==> config.mk <==
export PLATFORM = sky130hd
export DESIGN_NAME = waypoint_agent_step_unit
export DESIGN_NICKNAME = d
export VERILOG_FILES = /design/src/rtl/core/wpas_pkg.sv /design/src/rtl/core/waypoint_agent_step_unit.sv
export SDC_FILE = /design/constraint.sdc
export NUM_CORES = 2
export LEC_CHECK = 0
export ABC_AREA = 1
export BUFFER_PORTS_ARGS = -buffer_cell sky130_fd_sc_hd__buf_4
export CAP_MARGIN = 10
export CORE_MARGIN = 4
export CORE_UTILIZATION = 55
export CTS_CLUSTER_SIZE = 28
export DETAILED_ROUTE_END_ITERATION = 6
export PLACE_DENSITY = 0.68
export SLEW_MARGIN = 20
export SYNTH_ARGS = -nofsm -noshare
export SYNTH_HDL_FRONTEND = slang
export SYNTH_SLANG_ARGS = --single-unit
export TNS_END_PERCENT = 5
==> constraint.sdc <==
create_clock -name clk -period 30 [get_ports clk]
set_input_delay 7.5 -clock clk [delete_from_list [all_inputs] [get_ports clk]]
set_output_delay 7.5 -clock clk [all_outputs]
set_load 0.1 [all_outputs]
==> src/rtl/core/wpas_pkg.sv <==
// Shared types, constants and step planning function for the waypoint agent step unit.
`default_nettype none

package wpas_pkg;

    // Ring geometry
    localparam int WAYPOINT_SLOTS = 16;
    localparam int SLOT_W         = (WAYPOINT_SLOTS > 1) ? $clog2(WAYPOINT_SLOTS) : 1;
    localparam int COUNT_W        = $clog2(WAYPOINT_SLOTS + 1);

    localparam logic [COUNT_W-1:0] SLOTS_COUNT = COUNT_W'(WAYPOINT_SLOTS);
    localparam logic [COUNT_W:0]   SLOTS_SUM   = (COUNT_W + 1)'(WAYPOINT_SLOTS);
    localparam logic [SLOT_W-1:0]  SLOT_LAST   = SLOT_W'(WAYPOINT_SLOTS - 1);

    // Command codes; code 3 is unused and leaves the state alone
    typedef enum logic [1:0] {
        CMD_TICK  = 2'd0,
        CMD_ADD   = 2'd1,
        CMD_PLACE = 2'd2
    } cmd_t;

    // One waypoint: position, arrival radius, valid flag
    typedef struct packed {
        logic signed [15:0] x;
        logic signed [15:0] y;
        logic [15:0]        r;
        logic               valid;
    } wp_entry_t;

    // Outcome of testing and stepping toward one candidate destination
    typedef struct packed {
        logic               reached;
        logic               moved;
        logic signed [15:0] x;
        logic signed [15:0] y;
    } wp_plan_t;

    // Arrival test and rounded unit step toward destination d from (ax, ay)
    function automatic wp_plan_t wp_plan(
        input wp_entry_t          d,
        input logic signed [15:0] ax,
        input logic signed [15:0] ay
    );
        logic signed [16:0] dx;
        logic signed [16:0] dy;
        logic [15:0]        adx;
        logic [15:0]        ady;
        logic [31:0]        dx2;
        logic [31:0]        dy2;
        logic [31:0]        r2;
        logic [32:0]        dist2;
        logic [33:0]        dx2_3;
        logic [33:0]        dy2_3;
        logic               step_x;
        logic               step_y;
        wp_plan_t           p;

        dx    = $signed({d.x[15], d.x}) - $signed({ax[15], ax});
        dy    = $signed({d.y[15], d.y}) - $signed({ay[15], ay});
        adx   = dx[16] ? 16'(-dx) : dx[15:0];
        ady   = dy[16] ? 16'(-dy) : dy[15:0];
        dx2   = 32'(adx) * 32'(adx);
        dy2   = 32'(ady) * 32'(ady);
        r2    = 32'(d.r) * 32'(d.r);
        dist2 = 33'(dx2) + 33'(dy2);
        dx2_3 = {1'b0, dx2, 1'b0} + 34'(dx2);
        dy2_3 = {1'b0, dy2, 1'b0} + 34'(dy2);

        // Step an axis when 3*d^2 exceeds the other axis squared
        step_x = d.valid && (dx2_3 > 34'(dy2));
        step_y = d.valid && (dy2_3 > 34'(dx2));

        p.reached = d.valid && (dist2 < 33'(r2));
        p.moved   = step_x || step_y;
        p.x       = step_x ? (dx[16] ? ax - 16'sd1 : ax + 16'sd1) : ax;
        p.y       = step_y ? (dy[16] ? ay - 16'sd1 : ay + 16'sd1) : ay;
        return p;
    endfunction

endpackage

`default_nettype wire

==> src/rtl/core/waypoint_agent_step_unit.sv <==
// Top level: waypoint ring, agent position and command execution.
// A command passes through the input register and then the result register, which res_ready can stall.
// Throughput: one command per cycle while res_ready does not stall; the whole tick (arrival test
// for the current and the front waypoint, both steps) is one pass of logic between the input and
// result registers. Reset (rst_n low, asynchronous): agent at origin, no destination, empty ring;
// the ring entries themselves are not cleared, only entries inside the fill count are ever read.
`default_nettype none

module waypoint_agent_step_unit (
    input  wire logic               clk,
    input  wire logic               rst_n,
    input  wire logic               cmd_valid,
    output logic                    cmd_ready,
    input  wire logic [1:0]         command,
    input  wire logic signed [15:0] coord_x,
    input  wire logic signed [15:0] coord_y,
    input  wire logic [15:0]        radius,
    output logic                    res_valid,
    input  wire logic               res_ready,
    output logic signed [15:0]      pos_x,
    output logic signed [15:0]      pos_y,
    output logic                    moved,
    output logic                    status
);

    // Input stage
    logic                  in_valid_reg;
    logic [1:0]            in_cmd_reg;
    logic signed [15:0]    in_x_reg;
    logic signed [15:0]    in_y_reg;
    logic [15:0]           in_r_reg;

    // Result stage
    logic                  res_valid_reg;
    logic                  moved_reg;
    logic                  status_reg;

    // Block state
    logic signed [15:0]    agent_x_reg;
    logic signed [15:0]    agent_y_reg;
    wpas_pkg::wp_entry_t   dest_reg;
    wpas_pkg::wp_entry_t   ring_reg [wpas_pkg::WAYPOINT_SLOTS];
    logic [wpas_pkg::SLOT_W-1:0]  head_reg;
    logic [wpas_pkg::COUNT_W-1:0] count_reg;

    // Next values
    logic signed [15:0]    agent_x_next;
    logic signed [15:0]    agent_y_next;
    wpas_pkg::wp_entry_t   dest_next;
    logic [wpas_pkg::SLOT_W-1:0]  head_next;
    logic [wpas_pkg::COUNT_W-1:0] count_next;
    logic                  moved_next;
    logic                  status_next;

    logic                  ring_we;
    wpas_pkg::wp_entry_t   ring_wdata;

    logic                  advance;
    logic                  in_take;
    wpas_pkg::wp_entry_t   front;
    wpas_pkg::wp_plan_t    plan_cur;
    wpas_pkg::wp_plan_t    plan_front;
    logic                  rotate;
    logic                  ring_full;
    logic [wpas_pkg::COUNT_W:0]   tail_sum;
    logic [wpas_pkg::SLOT_W-1:0]  tail;
    logic [wpas_pkg::SLOT_W-1:0]  head_inc;

    // Handshake: the input stage drains whenever the result stage is free or being taken
    assign advance   = in_valid_reg && (!res_valid_reg || res_ready);
    assign cmd_ready = !in_valid_reg || advance;
    assign in_take   = cmd_valid && cmd_ready;

    assign res_valid = res_valid_reg;
    assign pos_x     = agent_x_reg;
    assign pos_y     = agent_y_reg;
    assign moved     = moved_reg;
    assign status    = status_reg;

    // Ring pointers: tail = (head + count) mod slots, head wraps at the last slot
    assign tail_sum  = {1'b0, (wpas_pkg::COUNT_W)'(head_reg)} + {1'b0, count_reg};
    assign tail      = (tail_sum >= wpas_pkg::SLOTS_SUM)
                       ? wpas_pkg::SLOT_W'(tail_sum - wpas_pkg::SLOTS_SUM)
                       : wpas_pkg::SLOT_W'(tail_sum);
    assign head_inc  = (head_reg == wpas_pkg::SLOT_LAST) ? '0 : head_reg + 1'b1;
    assign ring_full = (count_reg == wpas_pkg::SLOTS_COUNT);

    // Evaluate the current destination and the front waypoint side by side
    assign front      = ring_reg[head_reg];
    assign plan_cur   = wpas_pkg::wp_plan(dest_reg, agent_x_reg, agent_y_reg);
    assign plan_front = wpas_pkg::wp_plan(front, agent_x_reg, agent_y_reg);
    assign rotate     = (plan_cur.reached || !dest_reg.valid) && (count_reg != '0);

    // Command decode
    always_comb
    begin
        agent_x_next = agent_x_reg;
        agent_y_next = agent_y_reg;
        dest_next    = dest_reg;
        head_next    = head_reg;
        count_next   = count_reg;
        moved_next   = 1'b0;
        status_next  = 1'b0;
        ring_we      = 1'b0;
        ring_wdata   = dest_reg;

        unique case (in_cmd_reg)
            wpas_pkg::CMD_TICK:
            begin
                if (rotate)
                begin
                    ring_we      = 1'b1;
                    ring_wdata   = dest_reg;
                    head_next    = head_inc;
                    dest_next    = front;
                    agent_x_next = plan_front.x;
                    agent_y_next = plan_front.y;
                    moved_next   = plan_front.moved;
                end
                else
                begin
                    agent_x_next = plan_cur.x;
                    agent_y_next = plan_cur.y;
                    moved_next   = plan_cur.moved;
                end
            end
            wpas_pkg::CMD_ADD:
            begin
                if (ring_full)
                begin
                    status_next = 1'b1;
                end
                else
                begin
                    ring_we          = 1'b1;
                    ring_wdata.x     = in_x_reg;
                    ring_wdata.y     = in_y_reg;
                    ring_wdata.r     = in_r_reg;
                    ring_wdata.valid = 1'b1;
                    count_next       = count_reg + 1'b1;
                end
            end
            wpas_pkg::CMD_PLACE:
            begin
                agent_x_next = in_x_reg;
                agent_y_next = in_y_reg;
            end
            default:
            begin
                // unused code: hold everything
            end
        endcase
    end

    // Input stage control
    always_ff @(posedge clk or negedge rst_n)
    begin
        if (!rst_n)
        begin
            in_valid_reg <= 1'b0;
        end
        else if (cmd_ready)
        begin
            in_valid_reg <= cmd_valid;
        end
    end

    // Input stage payload
    always_ff @(posedge clk)
    begin
        if (in_take)
        begin
            in_cmd_reg <= command;
            in_x_reg   <= coord_x;
            in_y_reg   <= coord_y;
            in_r_reg   <= radius;
        end
    end

    // Result stage control
    always_ff @(posedge clk or negedge rst_n)
    begin
        if (!rst_n)
        begin
            res_valid_reg <= 1'b0;
        end
        else if (advance)
        begin
            res_valid_reg <= 1'b1;
        end
        else if (res_ready)
        begin
            res_valid_reg <= 1'b0;
        end
    end

    // Result flags
    always_ff @(posedge clk)
    begin
        if (advance)
        begin
            moved_reg  <= moved_next;
            status_reg <= status_next;
        end
    end

    // Agent, destination and ring pointers
    always_ff @(posedge clk or negedge rst_n)
    begin
        if (!rst_n)
        begin
            agent_x_reg <= '0;
            agent_y_reg <= '0;
            dest_reg    <= '0;
            head_reg    <= '0;
            count_reg   <= '0;
        end
        else if (advance)
        begin
            agent_x_reg <= agent_x_next;
            agent_y_reg <= agent_y_next;
            dest_reg    <= dest_next;
            head_reg    <= head_next;
            count_reg   <= count_next;
        end
    end

    // Waypoint ring storage
    always_ff @(posedge clk)
    begin
        if (advance && ring_we)
        begin
            ring_reg[tail] <= ring_wdata;
        end
    end

    // Fill count never passes the slot count
    assert property (@(posedge clk) disable iff (!rst_n)
        count_reg <= wpas_pkg::SLOTS_COUNT)
        else $error("waypoint ring count out of range");

    // Only an add changes the fill count
    assert property (@(posedge clk) disable iff (!rst_n)
        (advance && (in_cmd_reg != wpas_pkg::CMD_ADD)) |=> $stable(count_reg))
        else $error("ring count changed without an add");

    // A dropped add only happens on a full ring
    assert property (@(posedge clk) disable iff (!rst_n)
        (advance && status_next) |-> ring_full)
        else $error("add dropped while ring had room");

    // A reported move really changes the position
    assert property (@(posedge clk) disable iff (!rst_n)
        (advance && moved_next) |=>
            ((agent_x_reg != $past(agent_x_reg)) || (agent_y_reg != $past(agent_y_reg))))
        else $error("move flagged without a position change");

endmodule

`default_nettype wire

==> summary.txt <==
Status
  – Status: complete, but fails checks
  – Violated checks: design-rule violations

Logic synthesis
  – Post-synthesis sequential element count: 928
  – Total nets after synthesis: 12240
  – Syn Area/Cell: 8.614 um2
  – Fraction of the mapped netlist area in simple logic gates: 0.1646
  – Area share of xor/xnor cells in the synthesized design: 0.03733
  – Fraction of the yosys area taken by sequential cells: 0.3028
  – Synth warn: 0
  – Count of flip-flops with a built-in enable after synthesis: 836
  – Share of synthesized area spent on multiplexers: 0
  – Post-synthesis share of cell area spent on full adders, half adders and majority gates: 0.3009
  – Unique cell type count in the Yosys netlist: 62
  – Mapped cell area: 0.09052 mm2
  – Synth Area in Compound Gates: 0.09590
  – Main combinational cell family by area after synthesis: adder cells
  – Primary FF master, synth: edfxtp_1
  – Post-synthesis instance total: 10510
  – Proportion of register bits with asynchronous set or reset after synthesis: 0.09914

GRT
  – Via count of the first global-routing pass: 71410
  – Wire length of the first global-routing pass: 394900 um
  – Global-route total usage across every layer: 0.2931
  – Antenna violations before repair: 2
  – Largest net degree at the start of global routing: 157
  – Congestion Overflow GR: 0

Worst setup path
  – Largest incremental delay on the critical path: 0.84 ns
  – Required time of the worst setup path: 30.25 ns
  – Path type of the worst setup path: register to register
  – Critical Path Fanout Max: 34
  – Cell family with most CP delay: simple AND/OR/NAND/NOR gates
  – Slowest stage cell on the critical path: xor2_1
  – Worst path buffer plus inverter count: 12
  – Data arrival, critical path: 16.66 ns
  – Most common cell type on the critical path: nand2_1
  – Category of the worst setup path capture point: register
  – Worst setup path startpoint: pos_y[0]$_DFFE_PN0P_
  – Startpoint of the worst-slack reg-to-reg timing path: pos_y[0]$_DFFE_PN0P_
  – Category of the worst setup path launch point: register

Timing
  – Final critical-path required period: 16.41 ns
  – Share of the clock period used by the worst path: 0.5471
  – Post-route worst setup slack: 13.59 ns
  – Pin slew with the least headroom to its limit: 1.143 ns
  – Setup repair after global routing missed its margin: no
  – Final slew viol count: 0
  – Max Clock Skew: 0.05304 ns
  – Total negative slack: 0 ns
  – Achievable frequency: 60.93 MHz
  – Final count of hold timing violations: 0
  – Setup violators final: 0
  – Slew Limit Headroom: 0.2327

Detailed routing
  – Initial detailed-routing violation count: 6520
  – Total via count after detailed routing: 71450
  – Antenna-violating nets left: 0
  – Via density: 5.615
  – Final routed wirelength across all metal layers: 249100 um
  – Routed len/inst: 19.58 um
  – DRC violation count after routing: 1
  – First-pass iteration count of the detailed router: 7

Floorplan
  – Chip height: 413.7 um
  – Standard-cell rows: 148
  – Area of the die: 0.1711 mm2
  – Effective utilization at floorplan: 0.5549
  – I/O pin total: 90
  – Chip width: 413.7 um
  – Placeable core area: 0.1631 mm2

Clocking
  – Number of buffers on the longest clock path: 3
  – Clk Tree Root Cell: clkbuf_16
  – Post_cts resized: 0
  – Number of sinks driven by the clock tree: 928
  – Clock-pin slew reported for the worst setup and hold paths after clock tree synthesis: 0.07 ns
  – Clock insertion delay at the later pin of the skew report: 0.66 ns
  – Total CTS buffers: 88
  – Number of setup buffers added after CTS: 0
  – Clock tree from TritonCTS: yes
  – Hold buffer count at CTS: 0
  – Count of H-tree levels built during CTS: 3

Place
  – Last weighted congestion value of the routability-driven placer: 0.9737
  – Number of port buffers: 89
  – Placed Cells incl. Taps: 12570
  – Pre-CTS setup slack: 13.69 ns
  – Half-perimeter wire length of the detailed placement result: 191200 um

Worst hold path
  – Kind of path behind the tightest hold check: register to register
  – Min-delay src: dest_reg[17]$_DFFE_PN0P_

Finish
  – Ratio of cells with drive above 1 in the final layout: 0.04190
  – Flip-flop count of the largest register after layout: 784
  – Count of nets after finishing: 12220
  – Area Growth Syn to Fin: 6.606%
  – Count of placed standard cells in the final layout, fillers left out: 12730

Flow run
  – Total of max-cap violations: 0
cell type report:
type                    count  area (um2)
repair buffers            203        1524
clock inverters            48       479.2
clock buffers             109        2312
diodes                      1       2.502
inverters                2039        7667
multi-input cells        7222       54370
fillers                 14330       66640
flip-flops and latches    928       27420
well taps                2175        2721
cells in the mapped netlist, drive strengths merged (2+ instances only):
cell type | instances | area, um2
inv | 2028 | 7615
nand2 | 1866 | 7069
nor2 | 1081 | 4108
ha | 852 | 10660
edfxtp | 836 | 25100
fa | 828 | 16580
o21ai | 730 | 3657
a21oi | 401 | 2022
nand3 | 400 | 2087
clkbuf | 284 | 1067
xor2 | 268 | 2355
nand4 | 125 | 782.0
o22ai | 121 | 757.0
xnor2 | 117 | 1025
dfrtp | 92 | 2302
o221ai | 82 | 718.2
nor3 | 75 | 375.4
o211ai | 37 | 277.8
buf | 36 | 196.4
a31oi | 35 | 219.0
o21bai | 31 | 232.7
a21o | 30 | 225.2
a211oi | 22 | 165.2
nand3b | 22 | 165.2
a21boi | 19 | 142.6
or2 | 17 | 106.4
nor4 | 14 | 87.58
clkinv | 11 | 41.29
o21a | 11 | 82.58
and2 | 7 | 46.30
and3 | 6 | 37.54
a31o | 5 | 43.79
o31ai | 5 | 37.54
a221oi | 4 | 35.03
nor3b | 2 | 15.01
nor4b | 2 | 17.52
o311ai | 2 | 17.52
through the flow:
step                      hold slack [ns]  utilization  instance area (um2)
after global placement             0.5004       0.5742                93680
final                              0.5413       0.5915                96500
after global routing               0.5648       0.5915                96500
after floorplan                    0.4746            -                90520
after detailed placement           0.5256       0.5742                93680
after CTS                          0.5417       0.5914                96470
worst register-to-register path: cells and delay by family (launching register included):
kind / cells / cell delay, ns
AO/OA/AOI/OAI: 11 / 2.73
XOR/XNOR: 3 / 1.36
adder cells (fa/ha/maj): 11 / 4.15
buffers and inverters: 12 / 1.96
flip-flops: 1 / 0.48
AND/OR/NAND/NOR: 25 / 5.23
layer usage:
layer | up-vias | global-route usage | part of all wire
met4 | 2 | 0.07812 | 0.028
li1 | 33830 | - | -
met5 | - | 0 | 0.000040
met3 | 351 | 0.05158 | 0.087
met2 | 2762 | 0.4705 | 0.46
met1 | 34510 | 0.4120 | 0.43
worst paths after layout:
| check | endpoint | slack [ns] | cells after the start |
|---|---|---|---|
| hold reg to reg | dest_reg[17]$_DFFE_PN0P_ | 0.54 | 2 |
| hold / removal | dest_reg[17]$_DFFE_PN0P_ | 0.54 | 2 |
| setup reg to reg | ring_reg[8][27]$_DFFE_PP_ | 13.59 | 62 |
| max in group asynchronous | head_reg[1]$_DFFE_PN0P_ | 21.84 | 2 |
| setup / recovery | ring_reg[8][27]$_DFFE_PP_ | 13.59 | 62 |
| min in group asynchronous | res_valid$_DFFE_PN0P_ | 6.82 | 1 |
cells by family (layout without fill, tap and decap cells):
kind of cell | count (synthesis) | in the layout
flops | 928 | 928
compound gates | 1540 | 1540
buf+inv | 2359 | 2399
xor+xnor | 385 | 385
other cells | 0 | 1
fa+ha+maj | 1680 | 1680
simple gates | 3617 | 3617
layout by cell type (no fill, tap or decap), types with 7 or more instances in the layout:
cell / synthesis / final
inv_1: 2020 / 2014
nor2_4: 3 / 21
o221ai_1: 82 / 82
ha_1: 852 / 852
or2_2: 15 / 15
nor3_1: 75 / 75
nand2_1: 1842 / 1842
o21ai_0: 714 / 703
a211oi_1: 22 / 22
o21ai_2: 1 / 8
nand4_1: 125 / 125
a31oi_1: 35 / 35
a21o_1: 30 / 30
o21bai_1: 31 / 31
edfxtp_1: 836 / 836
o21ai_1: 15 / 19
o21a_1: 11 / 11
a21boi_0: 17 / 17
nor4_1: 14 / 14
o22ai_1: 121 / 121
inv_2: 7 / 10
clkbuf_16: 0 / 89
dfrtp_1: 92 / 89
xor2_1: 267 / 264
nand3_1: 389 / 389
clkbuf_1: 283 / 19
nand3b_1: 22 / 22
nand2_2: 23 / 23
clkinv_1: 11 / 31
nand3_2: 7 / 7
buf_4: 1 / 203
clkinv_2: 0 / 11
nor2_2: 11 / 10
o211ai_1: 37 / 37
a21oi_1: 397 / 397
xnor2_1: 117 / 117
nor2_1: 1067 / 1050
fa_1: 828 / 828
Power is not shown: default switching activity piles up to over one toggle a cycle in this logic, so the estimate is an artifact.
